==> src/rtl/core/srf_pkg.sv <==
package srf_pkg;

	// Field widths
	localparam int POS_W      = 9;
	localparam int SAMPLE_W   = 16;
	localparam int OUT_W      = 24;
	localparam int ROWIDX_W   = 10;
	localparam int WIDTH_W    = 10;
	localparam int ANGLE_W    = 11;
	localparam int CFG_IDX_W  = 1;
	localparam int CFG_DATA_W = 11;

	// Scan counter: holds up to row_width + 1
	localparam int SCAN_W = 11;

	// Register indexes
	localparam logic [CFG_IDX_W-1:0] REG_ROW_WIDTH   = 1'd0;
	localparam logic [CFG_IDX_W-1:0] REG_ANGLE_COUNT = 1'd1;

	// Register reset values
	localparam logic [WIDTH_W-1:0] ROW_WIDTH_RST   = 10'd512;
	localparam logic [ANGLE_W-1:0] ANGLE_COUNT_RST = 11'd180;
	localparam logic [ANGLE_W-1:0] ANGLE_LIMIT     = 11'd1024;

	// Taps: Q22. Odd offsets n carry -((2*RECIP + n^2) / (2*n^2)).
	localparam longint unsigned RECIP_PI2_Q22 = 424972;
	localparam int MAG_W  = 19;
	localparam int TAP_W  = 21;
	localparam logic [TAP_W-1:0] TAP_CENTER = 21'h100000;

	// Arithmetic
	localparam int PROD_W    = SAMPLE_W + TAP_W;
	localparam int ACC_W     = 40;
	localparam int FRAC_DROP = 14;
	localparam logic signed [OUT_W-1:0] OUT_MAX_V = 24'sh7FFFFF;
	localparam logic signed [OUT_W-1:0] OUT_MIN_V = 24'sh800000;

	// Controller to datapath
	typedef struct packed {
		logic wr_sample;
		logic start;
		logic issue_center;
		logic issue_scan;
		logic finish;
	} srf_cmd_t;

	// Datapath to controller
	typedef struct packed {
		logic pos_in_range;
		logic scan_more;
		logic pipe_busy;
	} srf_stat_t;

endpackage

==> src/rtl/core/srf_ctrl.sv <==
module srf_ctrl import srf_pkg::*; (
	input  logic      clk,
	input  logic      arst_n,
	input  logic      in_valid,
	input  logic      in_action,
	output logic      in_ready,
	output logic      out_valid,
	input  logic      out_ready,
	input  srf_stat_t stat,
	output srf_cmd_t  cmd
);

	typedef enum logic [1:0] {
		ST_IDLE,
		ST_CENTER,
		ST_SCAN,
		ST_DRAIN
	} state_t;

	state_t state_q;
	logic   out_valid_q;
	logic   accept;
	logic   out_free;

	assign in_ready  = (state_q == ST_IDLE);
	assign out_valid = out_valid_q;
	assign accept    = in_valid && in_ready;
	assign out_free  = !out_valid_q || out_ready;

	// Commands
	always_comb begin
		cmd.wr_sample    = accept && !in_action && stat.pos_in_range;
		cmd.start        = accept && in_action && stat.pos_in_range;
		cmd.issue_center = (state_q == ST_CENTER);
		cmd.issue_scan   = (state_q == ST_SCAN) && stat.scan_more;
		cmd.finish       = (state_q == ST_DRAIN) && !stat.pipe_busy && out_free;
	end

	// State and result valid
	always_ff @(posedge clk or negedge arst_n) begin
		if (!arst_n) begin
			state_q     <= ST_IDLE;
			out_valid_q <= 1'b0;
		end else begin
			unique case (state_q)
				ST_IDLE: begin
					if (cmd.start) state_q <= ST_CENTER;
				end
				ST_CENTER: state_q <= ST_SCAN;
				ST_SCAN: begin
					if (!stat.scan_more) state_q <= ST_DRAIN;
				end
				ST_DRAIN: begin
					if (cmd.finish) state_q <= ST_IDLE;
				end
				default: state_q <= ST_IDLE;
			endcase

			if (cmd.finish) begin
				out_valid_q <= 1'b1;
			end else if (out_ready) begin
				out_valid_q <= 1'b0;
			end
		end
	end

endmodule

==> config.mk <==
export PLATFORM = sky130hd
export DESIGN_NAME = srf_ctrl
export DESIGN_NICKNAME = d
export VERILOG_FILES = /design/src/rtl/core/srf_pkg.sv /design/src/rtl/core/srf_ctrl.sv
export SDC_FILE = /design/constraint.sdc
export NUM_CORES = 1
export LEC_CHECK = 0
export BUFFER_PORTS_ARGS = -buffer_cell sky130_fd_sc_hd__buf_2
export CORE_AREA = 4 4 41 43
export DETAILED_ROUTE_END_ITERATION = 12
export DIE_AREA = 0 0 45 47
export PLACE_DENSITY = 0.43
export SETUP_SLACK_MARGIN = 0.15
export SLEW_MARGIN = 20
export SYNTH_ARGS = -nofsm -noshare
export SYNTH_HDL_FRONTEND = slang
export SYNTH_SLANG_ARGS = --single-unit
==> constraint.sdc <==
create_clock -name clk -period 2.45 [get_ports clk]
set_clock_uncertainty 0.2 [all_clocks]
set_input_delay 0.49 -clock clk [delete_from_list [all_inputs] [get_ports clk]]
set_output_delay 0.49 -clock clk [all_outputs]
set_load 0.01 [all_outputs]
# --- Yosys cells after proc, flatten, opt, wreduce, memory -nomap -nowiden ---
# Cells that the tools add are included.
op_classes:
  muxes: 6
  n_eq_ne: 6
  n_reduce_logical: 15
ops:
  columns: ["operator", "n"]
  rows:
  - ["$logic_and 1x1->1", 8]
  - ["$pmux 2 s4", 1]
  - ["$mux 2", 3]
  - ["$eq 2x2->1 const B", 2]
  - ["$ne 2x2->1 const B", 2]
  - ["$logic_not 1->1", 3]
  - ["$reduce_and 3->1", 1]
  - ["$eq 2x1->1 const B", 1]
  - ["$logic_not 2->1", 1]
  - ["$mux 1", 2]
  - ["$ne 2x1->1 const B", 1]
  - ["$reduce_bool 2->1", 1]
  - ["$logic_or 1x1->1", 1]
totals:
  register_bits: 3
  out_inout_bits: 7
  elab_cells: 29
  inputBits: 8

# --- Depth between registers and ports, before layout ---
logic_depth:
  depth_word: 6
  ltp_mapped: 5
  mapped_depth_nobuf: 5

# --- Worst setup path before layout ---
# No wires, ideal clock.
synth_path:
  path_kind: "register -> register"
  start: "register state_q[0]"
  end: "register state_q[1]"
  synth_period_minus_slack_ps: 1729
  arrival_ps: 1401
  path_stages_with_launch: 6
  setup_time_ps: 128
  path_slack_ps: 721
  required_time_ps: 2122
  path_cell_list: "dfrtp_1 inv_1 ha_1 a22o_1 a221oi_2 mux2_1"
synth_between:
  elab_chain_cells: 6
  word_cells_on_any_way: 14
  cone_classes: "6 x eq/ne; 1 x mux; 7 x reduce/logical"
synth_lines:
  columns: ["item", "line", "rtl"]
  rows:
  - ["start, declared", "srf_ctrl.sv:20", "state_t state_q;"]
  - ["start signal, assigned", "srf_ctrl.sv:42", "state_q <= ST_IDLE;"]
  - ["start signal, assigned", "srf_ctrl.sv:47", "if (cmd.start) state_q <= ST_CENTER;"]
  - ["start signal, assigned", "srf_ctrl.sv:49", "ST_CENTER: state_q <= ST_SCAN;"]
  - ["$logic_not 2->1", "srf_ctrl.sv:25, srf_ctrl.sv:45", null]
  - ["$logic_and 1x1->1", "srf_ctrl.sv:27", "assign accept = in_valid && in_ready;"]
  - ["$logic_and 1x1->1 (2 in a row)", "srf_ctrl.sv:33", "cmd.start = accept && in_action && stat.pos_in_range;"]
  - ["$ne 2x1->1 (no source line)", null, null]
  - ["$reduce_and 3->1 (no source line)", null, null]
# Parallel ways exist; a longest one is shown, timed or not.
# A chain may end at the register's enable or synchronous reset.

==> summary.md <==
| Metric | Value |
|---|---|
| Total negative slack for setup checks | `0 ps` |
| Post-layout instance area | `370 um2` |
| Number of placed I/O pins | `15` |
| Vias | `235` |
| Peak per-stage delay on the critical path | `390 ps` |
| Length of the first detailed-routing pass in iterations | `2` |
| HPWL Detailed | `485 um` |
| Final Instance Count excl. Fillers | `59` |
| Count of H-tree levels built during CTS | `1` |
| Die area | `0.00212 mm2` |
| Port bufs | `14` |
| Floorplan core area | `0.00130 mm2` |
| Buffer count from post-CTS setup fixing | `0` |
| Fillers | `149` |
| Worst slew margin | `82.2%` |
| Fraction of layout instances using a drive strength above 1 | `40.9%` |
| Rows | `13` |
| Wirelength per Cell | `9.31 um` |
| Clock Latency Late Sink | `230 ps` |
| Register bit total from synthesis | `3` |
| Leak | `0.216 nW` |
| Unrepaired setup endpoints after global routing | `no` |
| R2r startpoint | `state_q[0]` |
| Run status | `complete, no violations` |
| Worst Setup Slack post-DPL | `632 ps` |
| Post-CTS sizing | `0` |
| Maximum count of clock buffers along a single path | `2` |
| Average cell area after synthesis | `9.81 um2` |
| FMAX | `495 MHz` |
| Number of instances in the synthesized netlist | `25` |
| Max Fanout on Critical Path | `4` |
| Max-slew violations | `0` |
| Crit path from | `state_q[0]` |
| Number of distinct library cells after synthesis | `13` |
| Maximum number of pins on one net before global-route repair | `5` |
| Worst path setup slack after routing | `429 ps` |
| Post-CTS clock slew at the launch and capture registers of the worst setup and hold paths | `40 ps` |
| Busiest metal layer after global routing | `met2` |
| Post-layout net count | `58` |
| Initial antenna violation count | `0` |
| Global-route wire length before repair | `966 um` |
| Crit path required time | `1760 ps` |
| Crit path time final | `2020 ps` |
| Sequential element share of the synthesized area | `30.6%` |
| Placed cells | `54` |
| Clock buffers created by TritonCTS | `3` |
| Chip width | `45 um` |
| Residual overflow from global routing | `0` |
| Via count of the first global-routing pass | `234` |
| Number of setup violations in the final report | `0` |
| Cell with the largest stage delay on the worst path | `sky130_fd_sc_hd__dfrtp_1` |
| Routability congestion estimate from global placement | `0.589` |
| Final core utilization | `28.5%` |
| Total design power | `405 uW` |
| Clock root buffer | `sky130_fd_sc_hd__clkbuf_4` |
| Met1 GRT Util | `6.15%` |
| Met3 layer usage reported by global route | `6.51%` |
| DR vias/cell | `3.98` |
| Peak supply drop | `0.000340 V` |
| Met2 track utilization from global routing | `10.5%` |
| Routed wire length | `549 um` |
| Worst hold margin | `357 ps` |
| Crit Path Category | `register to primary output` |
| Transition at the pin with the smallest max-transition slack | `267 ps` |
| Max-cap violation count | `0` |
| Critical path launch point type | `register` |
| Post-synthesis instance area | `245 um2` |
| Share of the cycle needed by the critical path after routing | `82.5%` |
| Synthesis warning total | `0` |
| Worst R2R Setup Slack | `660 ps` |
| Total routing usage reported by global routing | `6.88%` |
| Floorplan die height | `47 um` |
| Signal arrival time at the worst endpoint | `1330 ps` |
| CTS tree | `built` |
| Initial drt markers | `4` |
| Effective utilization at floorplan | `18.8%` |
| Clock Sinks | `3` |
| Worst Hold Class | `input port to register` |
| Crit path capture | `cmd[4]` |
| Net count after synthesis | `38` |
| DRC violations left | `0` |
| Post-DP Area | `334 um2` |
| Antenna diode count | `0` |
| Total power divided by cell area | `1090 mW/mm2` |
| Setup crit end kind | `primary output` |
| Hold Fails Final Rpt | `0` |
| FF-to-FF End | `state_q[1]` |
| Detail Route Antenna Nets | `0` |
| Critical path cell sequence | `inv_1, ha_1, nand3_1, nor2_1, buf_2` |
| Worst r2r path cells | `5` |
| Area growth from synthesis to layout | `51.0%` |
## layout by cell type (no fill, tap or decap)
master	instances
sky130_fd_sc_hd__dfrtp_1	3
sky130_fd_sc_hd__inv_1	3
sky130_fd_sc_hd__nand3_1	2
sky130_fd_sc_hd__mux2i_1	1
sky130_fd_sc_hd__nor2_1	4
sky130_fd_sc_hd__ha_1	5
sky130_fd_sc_hd__a22o_1	1
sky130_fd_sc_hd__clkbuf_1	1
sky130_fd_sc_hd__nor2b_1	1
sky130_fd_sc_hd__a221oi_2	1
sky130_fd_sc_hd__mux2_1	1
sky130_fd_sc_hd__dlygate4sd3_1	1
sky130_fd_sc_hd__nand2b_1	1
sky130_fd_sc_hd__and2_1	1
sky130_fd_sc_hd__buf_2	14
sky130_fd_sc_hd__clkbuf_4	3
sky130_fd_sc_hd__or2b_1	1
## layout make-up
class | instances | area, um2 | share of cell area (%)
tap | 15 | 18.8 | 5.07
multi-input combinational | 19 | 159 | 42.9
timing repair buffer | 15 | 80.1 | 21.6
clock buffer | 4 | 26.3 | 7.09
sequential | 3 | 75.1 | 20.3
inverter | 3 | 11.3 | 3.04
## state kept, by name, indices dropped and copies added (netlist names)
| signal | cells |
|---|---|
| state_q | 2 |
| out_valid | 1 |
## critical path: cells and delay by family (launching register included)
| family | cells | cell delay (ps) |
|---|---|---|
| flops | 1 | 390 |
| buf+inv | 2 | 250 |
| fa+ha+maj | 1 | 250 |
| simple gates | 2 | 210 |
## power breakdown
group / total, mW / internal, mW / switching (mW)
Clock: 0.0850 / 0.0609 / 0.0241
Sequential: 0.0949 / 0.0762 / 0.0187
Combinational: 0.225 / 0.109 / 0.116
## synthesized netlist by cell type
master	number	area share, %
sky130_fd_sc_hd__ha_1	5	26
sky130_fd_sc_hd__nand2b_1	1	2.6
sky130_fd_sc_hd__mux2_1	1	4.6
sky130_fd_sc_hd__dfrtp_1	3	31
sky130_fd_sc_hd__mux2i_1	1	4.1
sky130_fd_sc_hd__nor2b_1	1	2.6
sky130_fd_sc_hd__or2b_1	1	3.1
sky130_fd_sc_hd__nor2_1	4	6.1
sky130_fd_sc_hd__a22o_1	1	3.6
sky130_fd_sc_hd__inv_1	3	4.6
sky130_fd_sc_hd__a221oi_2	1	6.1
sky130_fd_sc_hd__and2_1	1	2.6
sky130_fd_sc_hd__nand3_1	2	4.1
## logic make-up after synthesis
family | after synthesis | synth area share [%]
multiplexers | 2 | 8.67
flip-flops | 3 | 30.6
AND/OR/NAND/NOR | 10 | 20.9
AO/OA/AOI/OAI | 2 | 9.69
buffers and inverters | 3 | 4.59
adder cells (fa/ha/maj) | 5 | 25.5
## what timing repair did
| item | CTS | global route |
|---|---|---|
| endpoints found under the setup margin | 0 | 0 |
| hold endpoints to repair | 3 | 0 |
| hold buffers | 1 | 0 |
## metal layers
layer / vias up / part of all wire [%]
met3: 0 / 15
met2: 11 / 42
li1: 120 / -
met5: - / 0
met1: 104 / 42
met4: 0 / 0
## worst min path at each step
stage / endpoint / slack (ps) / depth (start not counted) / from
after global routing: out_valid / 370 / 3 / stat[0]
after floorplan: out_valid / -6 / 0 / arst_n
after CTS: out_valid / 360 / 3 / stat[0]
after global placement: state_q[0] / 90 / 1 / arst_n
final: out_valid / 360 / 3 / stat[0]
after detailed placement: state_q[0] / 90 / 1 / arst_n
Power figures use the tool's default switching activity.
